### src/design/rdx51_pkg.sv
// shared constants and types for the radix-2^51 reduction pipeline
package rdx51_pkg;

	localparam int unsigned WORD_W = 64;
	localparam int unsigned LIMB_W = 51;
	localparam int unsigned TOP_W = 52;
	localparam int unsigned CARRY_W = WORD_W - LIMB_W;
	localparam int unsigned WRAP_W = CARRY_W + 5;

	typedef logic [WORD_W-1:0] word_t;
	typedef logic [LIMB_W-1:0] limb_t;
	typedef logic [TOP_W-1:0] top_limb_t;
	typedef logic [CARRY_W-1:0] carry_t;

	localparam limb_t MASK51 = 51'h7_ffff_ffff_ffff;
	localparam top_limb_t P_LOW_LIMB = 52'h7_ffff_ffff_ffed;

	// times 19 within the word, as shifts and adds
	function automatic word_t mul19_word(input word_t x);
		mul19_word = (x << 4) + (x << 1) + x;
	endfunction

	// carry times 19, widened for the wrap into the least significant limb
	function automatic logic [WRAP_W-1:0] mul19_carry(input carry_t c);
		logic [WRAP_W-1:0] cx;
		cx = {5'b0, c};
		mul19_carry = (cx << 4) + (cx << 1) + cx;
	endfunction

endpackage

### src/design/radix51_mod_p25519_reduce.sv
// Throughput: one transaction per cycle; a stalled output freezes every stage at once.
// Stages: column split, four carry steps limb 3 to limb 0, wrap times 19, canonical fold.
// Reset clears all stage valid bits and sets canonical_enable to 1.
// The canonical_enable register is sampled in the fold stage.
module radix51_mod_p25519_reduce (
	input  logic                 clk,
	input  logic                 arst_n,
	input  logic                 cfg_wen,
	input  logic                 cfg_wdata,
	input  logic                 col_valid,
	output logic                 col_stall,
	input  rdx51_pkg::word_t     col0_hi,
	input  rdx51_pkg::word_t     col0_lo,
	input  rdx51_pkg::word_t     col1_hi,
	input  rdx51_pkg::word_t     col1_lo,
	input  rdx51_pkg::word_t     col2_hi,
	input  rdx51_pkg::word_t     col2_lo,
	input  rdx51_pkg::word_t     col3_hi,
	input  rdx51_pkg::word_t     col3_lo,
	input  rdx51_pkg::word_t     col4_hi,
	input  rdx51_pkg::word_t     col4_lo,
	output logic                 limb_valid,
	input  logic                 limb_stall,
	output rdx51_pkg::limb_t     limb_0,
	output rdx51_pkg::limb_t     limb_1,
	output rdx51_pkg::limb_t     limb_2,
	output rdx51_pkg::limb_t     limb_3,
	output rdx51_pkg::top_limb_t limb_4
);

	localparam int unsigned LW = rdx51_pkg::LIMB_W;
	localparam int unsigned WW = rdx51_pkg::WORD_W;

	logic canonical_enable_q;
	logic adv;

	logic v_s1, v_s2, v_s3, v_s4, v_s5, v_s6, v_s7;

	// column split results
	rdx51_pkg::word_t up0, up1, up2, up3, up4;
	rdx51_pkg::word_t z0_c, z1_c, z2_c, z3_c, z4_c;
	rdx51_pkg::word_t z0_s1, z1_s1, z2_s1, z3_s1, z4_s1;

	rdx51_pkg::word_t  z0_s2, z1_s2, z2_s2;
	rdx51_pkg::limb_t  l3_s2, l4_s2;
	rdx51_pkg::carry_t c_s2;

	rdx51_pkg::word_t  z0_s3, z1_s3;
	rdx51_pkg::limb_t  l2_s3, l3_s3, l4_s3;
	rdx51_pkg::carry_t c_s3;

	rdx51_pkg::word_t  z0_s4;
	rdx51_pkg::limb_t  l1_s4, l2_s4, l3_s4, l4_s4;
	rdx51_pkg::carry_t c_s4;

	rdx51_pkg::limb_t  l0_s5, l1_s5, l2_s5, l3_s5, l4_s5;
	rdx51_pkg::carry_t c_s5;

	rdx51_pkg::limb_t     l0_s6, l1_s6, l2_s6, l3_s6;
	rdx51_pkg::top_limb_t l4_s6;

	rdx51_pkg::limb_t     l0_s7, l1_s7, l2_s7, l3_s7;
	rdx51_pkg::top_limb_t l4_s7;

	rdx51_pkg::limb_t  l3_c, l2_c, l1_c, l0_c;
	rdx51_pkg::carry_t c3_c, c2_c, c1_c, c0_c;

	rdx51_pkg::top_limb_t l4_wrap_c;
	logic                 fold_c;

	// whole pipeline moves unless a finished transaction is held at the output
	assign adv       = !(limb_valid && limb_stall);
	assign col_stall = !adv;

	always_ff @(posedge clk or negedge arst_n) begin
		if (!arst_n) begin
			canonical_enable_q <= 1'b1;
		end else if (cfg_wen) begin
			canonical_enable_q <= cfg_wdata;
		end
	end

	// upper part of a column: high word shifted by 13 within 64 bits
	assign up0 = {col0_hi[LW-1:0], col0_lo[WW-1:LW]};
	assign up1 = {col1_hi[LW-1:0], col1_lo[WW-1:LW]};
	assign up2 = {col2_hi[LW-1:0], col2_lo[WW-1:LW]};
	assign up3 = {col3_hi[LW-1:0], col3_lo[WW-1:LW]};
	assign up4 = {col4_hi[LW-1:0], col4_lo[WW-1:LW]};

	assign z0_c = {{rdx51_pkg::CARRY_W{1'b0}}, col0_lo[LW-1:0]} + up1;
	assign z1_c = {{rdx51_pkg::CARRY_W{1'b0}}, col1_lo[LW-1:0]} + up2;
	assign z2_c = {{rdx51_pkg::CARRY_W{1'b0}}, col2_lo[LW-1:0]} + up3;
	assign z3_c = {{rdx51_pkg::CARRY_W{1'b0}}, col3_lo[LW-1:0]} + up4;
	assign z4_c = {{rdx51_pkg::CARRY_W{1'b0}}, col4_lo[LW-1:0]} + rdx51_pkg::mul19_word(up0);

	rdx51_carry u_carry3 (.z(z3_s1), .cin(z4_s1[WW-1:LW]), .limb(l3_c), .cout(c3_c));
	rdx51_carry u_carry2 (.z(z2_s2), .cin(c_s2),           .limb(l2_c), .cout(c2_c));
	rdx51_carry u_carry1 (.z(z1_s3), .cin(c_s3),           .limb(l1_c), .cout(c1_c));
	rdx51_carry u_carry0 (.z(z0_s4), .cin(c_s4),           .limb(l0_c), .cout(c0_c));

	assign l4_wrap_c = {1'b0, l4_s5} + {{(rdx51_pkg::TOP_W - rdx51_pkg::WRAP_W){1'b0}},
		rdx51_pkg::mul19_carry(c_s5)};

	// value at or above the prime: limbs 0 to 3 all ones and limb 4 at or past the low limb of p
	assign fold_c = canonical_enable_q &&
		(l0_s6 == rdx51_pkg::MASK51) && (l1_s6 == rdx51_pkg::MASK51) &&
		(l2_s6 == rdx51_pkg::MASK51) && (l3_s6 == rdx51_pkg::MASK51) &&
		(l4_s6 >= rdx51_pkg::P_LOW_LIMB);

	always_ff @(posedge clk or negedge arst_n) begin
		if (!arst_n) begin
			v_s1 <= 1'b0;
			v_s2 <= 1'b0;
			v_s3 <= 1'b0;
			v_s4 <= 1'b0;
			v_s5 <= 1'b0;
			v_s6 <= 1'b0;
			v_s7 <= 1'b0;
		end else if (adv) begin
			v_s1 <= col_valid;
			v_s2 <= v_s1;
			v_s3 <= v_s2;
			v_s4 <= v_s3;
			v_s5 <= v_s4;
			v_s6 <= v_s5;
			v_s7 <= v_s6;
		end
	end

	always_ff @(posedge clk) begin
		if (adv) begin
			z0_s1 <= z0_c;
			z1_s1 <= z1_c;
			z2_s1 <= z2_c;
			z3_s1 <= z3_c;
			z4_s1 <= z4_c;

			z0_s2 <= z0_s1;
			z1_s2 <= z1_s1;
			z2_s2 <= z2_s1;
			l3_s2 <= l3_c;
			l4_s2 <= z4_s1[LW-1:0];
			c_s2  <= c3_c;

			z0_s3 <= z0_s2;
			z1_s3 <= z1_s2;
			l2_s3 <= l2_c;
			l3_s3 <= l3_s2;
			l4_s3 <= l4_s2;
			c_s3  <= c2_c;

			z0_s4 <= z0_s3;
			l1_s4 <= l1_c;
			l2_s4 <= l2_s3;
			l3_s4 <= l3_s3;
			l4_s4 <= l4_s3;
			c_s4  <= c1_c;

			l0_s5 <= l0_c;
			l1_s5 <= l1_s4;
			l2_s5 <= l2_s4;
			l3_s5 <= l3_s4;
			l4_s5 <= l4_s4;
			c_s5  <= c0_c;

			l0_s6 <= l0_s5;
			l1_s6 <= l1_s5;
			l2_s6 <= l2_s5;
			l3_s6 <= l3_s5;
			l4_s6 <= l4_wrap_c;

			if (fold_c) begin
				l0_s7 <= '0;
				l1_s7 <= '0;
				l2_s7 <= '0;
				l3_s7 <= '0;
				l4_s7 <= l4_s6 - rdx51_pkg::P_LOW_LIMB;
			end else begin
				l0_s7 <= l0_s6;
				l1_s7 <= l1_s6;
				l2_s7 <= l2_s6;
				l3_s7 <= l3_s6;
				l4_s7 <= l4_s6;
			end
		end
	end

	assign limb_valid = v_s7;
	assign limb_0     = l0_s7;
	assign limb_1     = l1_s7;
	assign limb_2     = l2_s7;
	assign limb_3     = l3_s7;
	assign limb_4     = l4_s7;

`ifndef SYNTH
	// a held output must hold back the input side
	a_stall_backpressure: assert property (@(posedge clk) disable iff (!arst_n)
		(limb_valid && limb_stall) |-> col_stall)
		else $error("input accepted while output transaction held");

	// a new output transaction comes only from the fold stage moving forward
	a_valid_origin: assert property (@(posedge clk) disable iff (!arst_n)
		$rose(limb_valid) |-> $past(v_s6))
		else $error("output valid without a transaction in the fold stage");

	// with folding on, no value at or above the prime leaves the block
	a_canonical_out: assert property (@(posedge clk) disable iff (!arst_n)
		(limb_valid && canonical_enable_q) |->
		!((limb_0 == rdx51_pkg::MASK51) && (limb_1 == rdx51_pkg::MASK51) &&
		  (limb_2 == rdx51_pkg::MASK51) && (limb_3 == rdx51_pkg::MASK51) &&
		  (limb_4 >= rdx51_pkg::P_LOW_LIMB)))
		else $error("non-canonical result with folding enabled");
`endif

endmodule

### src/design/rdx51_carry.sv
// one carry step: adds an incoming carry to a word and splits it at bit 51
module rdx51_carry (
	input  rdx51_pkg::word_t  z,
	input  rdx51_pkg::carry_t cin,
	output rdx51_pkg::limb_t  limb,
	output rdx51_pkg::carry_t cout
);

	rdx51_pkg::word_t sum;

	assign sum  = z + {{rdx51_pkg::LIMB_W{1'b0}}, cin};
	assign limb = sum[rdx51_pkg::LIMB_W-1:0];
	assign cout = sum[rdx51_pkg::WORD_W-1:rdx51_pkg::LIMB_W];

endmodule

### config.mk
export PLATFORM = sky130hd
export DESIGN_NAME = radix51_mod_p25519_reduce
export DESIGN_NICKNAME = d
export VERILOG_FILES = /design/src/design/rdx51_pkg.sv /design/src/design/radix51_mod_p25519_reduce.sv /design/src/design/rdx51_carry.sv
export SDC_FILE = /design/constraint.sdc
export NUM_CORES = 2
export LEC_CHECK = 0
export BUFFER_PORTS_ARGS = -buffer_cell sky130_fd_sc_hd__buf_2
export CAP_MARGIN = 20
export CORE_ASPECT_RATIO = 1.75
export CORE_MARGIN = 5
export CORE_UTILIZATION = 60
export CTS_CLUSTER_SIZE = 20
export DETAILED_ROUTE_END_ITERATION = 7
export PLACE_DENSITY = 0.81
export RECOVER_POWER = 100
export SLEW_MARGIN = 15
export SYNTH_ARGS = -nofsm -noshare
export SYNTH_HDL_FRONTEND = slang
export SYNTH_SLANG_ARGS = --single-unit
### constraint.sdc
create_clock -name clk -period 81.5 [get_ports clk]
set_clock_uncertainty 0.2 [all_clocks]
set_input_delay 8.15 -clock clk [delete_from_list [all_inputs] [get_ports clk]]
set_output_delay 8.15 -clock clk [all_outputs]
set_load 0.05 [all_outputs]
==> results.cfg <==
[sta]
timing.hold.ws_ns = 0.184
fmax_mhz = 46.4
slew_headroom_pct = -584
min_period_ns = 21.56
setup_violations = 0
worstMarginPinSlew_ns = 10.27
slew_viol_final = 2210
rsz0062_at_grt = no
post-route-period-util_pct = 26.5
hold_viol = 0
setup-tns-final_ns = 0

[finish]
stdcell_area_um2 = 101000
finish.utilization_pct = 67.7
fin_nets = 8417
multiInputGateArea_um2 = 28400
area_delta_synth_final_pct = 12.3
drive_above_1_share_pct = 11.5
register_area_um2 = 59700
n_fill_cell = 10500

[hold_path]
min_to = z0_s3[57]
hold-path-cell-count = 0
worstHoldStart = z0_s2[57]
min_path_type = reg2reg

[pwr]
p_total_uw = 3790
powerDensity_nw_per_um2 = 37.3
vdd_drop_max_mv = 0.0316
switching_share_pct = 34.3
comb_power_share_pct = 28.3
p_switching_uw = 1300
p_leak_uw = 0.0388
pwr-share-clk_pct = 20.6
seqPwrFrac_pct = 51.2
p_int_uw = 2490

[job]
drv_cap = 27

[cts]
htreeDepth = 4
post_cts_buffers = 0
cts_hold_buffers = 0
cts_sinks = 1990
tritoncts = built
clk_latency_ns = 0.81
cts_resized = 0
numCtsBuffers = 160
cts-root-buf = clkbuf_16
clk_pin_slew_ns = 0.07
cts_buffer_depth = 3

[critical_path]
crit_fanout = 83
arrival_ns = 21.68
rr_startpoint = limb_valid
cp_slowest_cell = clkbuf_1
slowest_delay_ns = 3.05
crit_buf_inv = 6
worst_r2r_path_depth = 6
startpoint_type = primary input
critPathKind = in2reg
critical_path.cell_chain = buf_2 > nand2_1 > clkbuf_1 > clkbuf_1 > clkbuf_1 > clkbuf_1 > clkbuf_1
crit_family = buffers and inverters
crit_required_ns = 81.62
r2r-end = z2_s1[2]
end_kind = flop
worst-r2r-setup-slack_ns = 67.00
crit_top_cell = clkbuf_1

[routing]
wire_per_inst_um = 24.5
drt_iter0_markers = 4580
totalWireLength_um = 231000
vias = 54800
first_pass_iters = 6
drcViolationCount = 0
antenna_left = 0
vias_per_cell = 5.82

[synthesis]
ys.warnings.count = 0
avgSynthCellArea_um2 = 14.1
synthFlopType = edfxtp_1
synth-seq-area-share_pct = 66.1
async_flop_share_pct = 0.402
synth_cell_types = 102
synth_edf_count = 1982
synth_nets = 7536
syn-cell-area_um2 = 90300
syn-instance-count = 6385
synth_seq_cells = 1990

[floorplanning]
rows = 188
die_y_um = 523
fp.coreArea_um2 = 150000
io_pins = 904
chipWidth_um = 303
dieArea_um2 = 159000
initial_utilization_pct = 60.3

[status]
outcome = complete, but fails checks
violations = max-capacitance violations, max-slew violations

[grt]
grt_max_degree = 207
gr-total-overflow = 0
grt_pass1_vias = 55000
antenna_found_initial = 49
grt.total_usage_pct = 28.8
grt_pass1_wl_um = 337000

[placed_design]
place_area_um2 = 96700
portBuffers = 838
dp_hpwl_um = 179000
gp_congestion = 1.00
logic make-up (layout without fill, tap and decap cells):
family,count (synthesis),after routing,share of synthesized area [%]
other,0,22,0
xor gates and xnor gates,629,629,6.10
buffers and inverters,535,1548,2.28
and+or+nand+nor,1663,1663,9.67
DFF,1990,1990,66.1
muxes,8,8,0.0984
AOI/OAI and AO/OA,1055,1055,7.56
adders and majority gates,505,505,8.17
sequential cells by signal, indices dropped and copies added (netlist names), 52 cells and up:
name and cells:
z1_s2 64, z0_s2 64, z0_s4 64, z1_s3 64, z1_s1 64, z3_s1 64, limb_4 52, z0_s3 64
z2_s2 64, z4_s1 64, l4_s6 52, z2_s1 64, z0_s1 64
layout make-up:
| cell class | count | area share, % |
|---|---|---|
| clock inverters | 111 | 1.22 |
| repair buffers | 874 | 3.95 |
| flip-flops and latches | 1990 | 58.9 |
| clock buffers | 183 | 4.05 |
| well taps | 1995 | 2.46 |
| multi-input cells | 3860 | 28.0 |
| diodes | 22 | 0.0543 |
| inverters | 380 | 1.41 |
metal layers:
metal | up-vias | share of wire (%) | global-route usage, %
li1 | 25500 | - | -
met1 | 26600 | 36 | 34.3
met2 | 2247 | 50 | 49.6
met3 | 515 | 8.8 | 7.06
met4 | 44 | 5.5 | 13.1
met5 | - | 0.13 | 0
how the worst max path moves through the flow:
stage / start / endpoint / slack [ns] / depth (start not counted)
2_1_floorplan: limb_stall / col_stall / 10.27 / 2
3_3_place_gp: limb_stall / col_stall / 64.26 / 4
3_5_place_dp: limb_stall / col_stall / 64.25 / 4
4_1_cts: limb_stall / col_stall / 64.25 / 4
5_1_grt: limb_stall / z3_s1[28] / 58.62 / 7
6_report: limb_stall / z2_s1[2] / 59.94 / 7
power groups by stage:
stage	registers (uW)	logic, uW	clock network [uW]
after global placement	1890	1070	0
after floorplan	2580	598	0
final	1940	1070	778
after CTS	1910	1100	794
after global routing	1980	1160	838
after detailed placement	1920	1090	0
synthesized netlist by cell type (138+ instances only):
master / n / share of area [%]
nand3_1: 178 / 0.99
nor2_1: 273 / 1.1
nand4_1: 189 / 1.3
a21oi_1: 336 / 1.9
o21ai_0: 186 / 1.0
clkbuf_1: 138 / 0.57
inv_1: 380 / 1.6
xor2_1: 220 / 2.1
a21o_1: 156 / 1.3
and2_1: 238 / 1.6
edfxtp_1: 1982 / 66
nand2_1: 353 / 1.5
ha_1: 364 / 5.0
fa_1: 141 / 3.1
xnor2_1: 409 / 4.0
per-stage QoR:
stage	setup WS (ns)	std cells
5_1_grt	58.62	9403
4_1_cts	64.25	9391
6_report	59.94	9415
3_5_place_dp	64.25	9097
2_1_floorplan	10.27	6385
3_3_place_gp	64.26	9097
cells in the final DEF, fill, tap and decap left out, types with 45 or more instances in the layout:
cell type | synthesis | routed
o21a_1 | 45 | 45
o21ai_0 | 186 | 194
nand2_1 | 353 | 353
a21o_1 | 156 | 156
fa_1 | 141 | 141
xnor2_1 | 409 | 409
nand3_1 | 178 | 178
a21oi_1 | 336 | 338
nor4_1 | 45 | 45
nor2_1 | 273 | 275
inv_1 | 380 | 380
ha_1 | 364 | 364
clkbuf_1 | 138 | 323
nor3_1 | 92 | 99
and3_1 | 115 | 115
o21bai_1 | 45 | 45
clkbuf_16 | 0 | 161
buf_2 | 4 | 571
edfxtp_1 | 1982 | 1982
and2_1 | 238 | 76
and2_0 | 1 | 163
xor2_1 | 220 | 220
nand4_1 | 189 | 190
(Power assumes the default switching activity.)
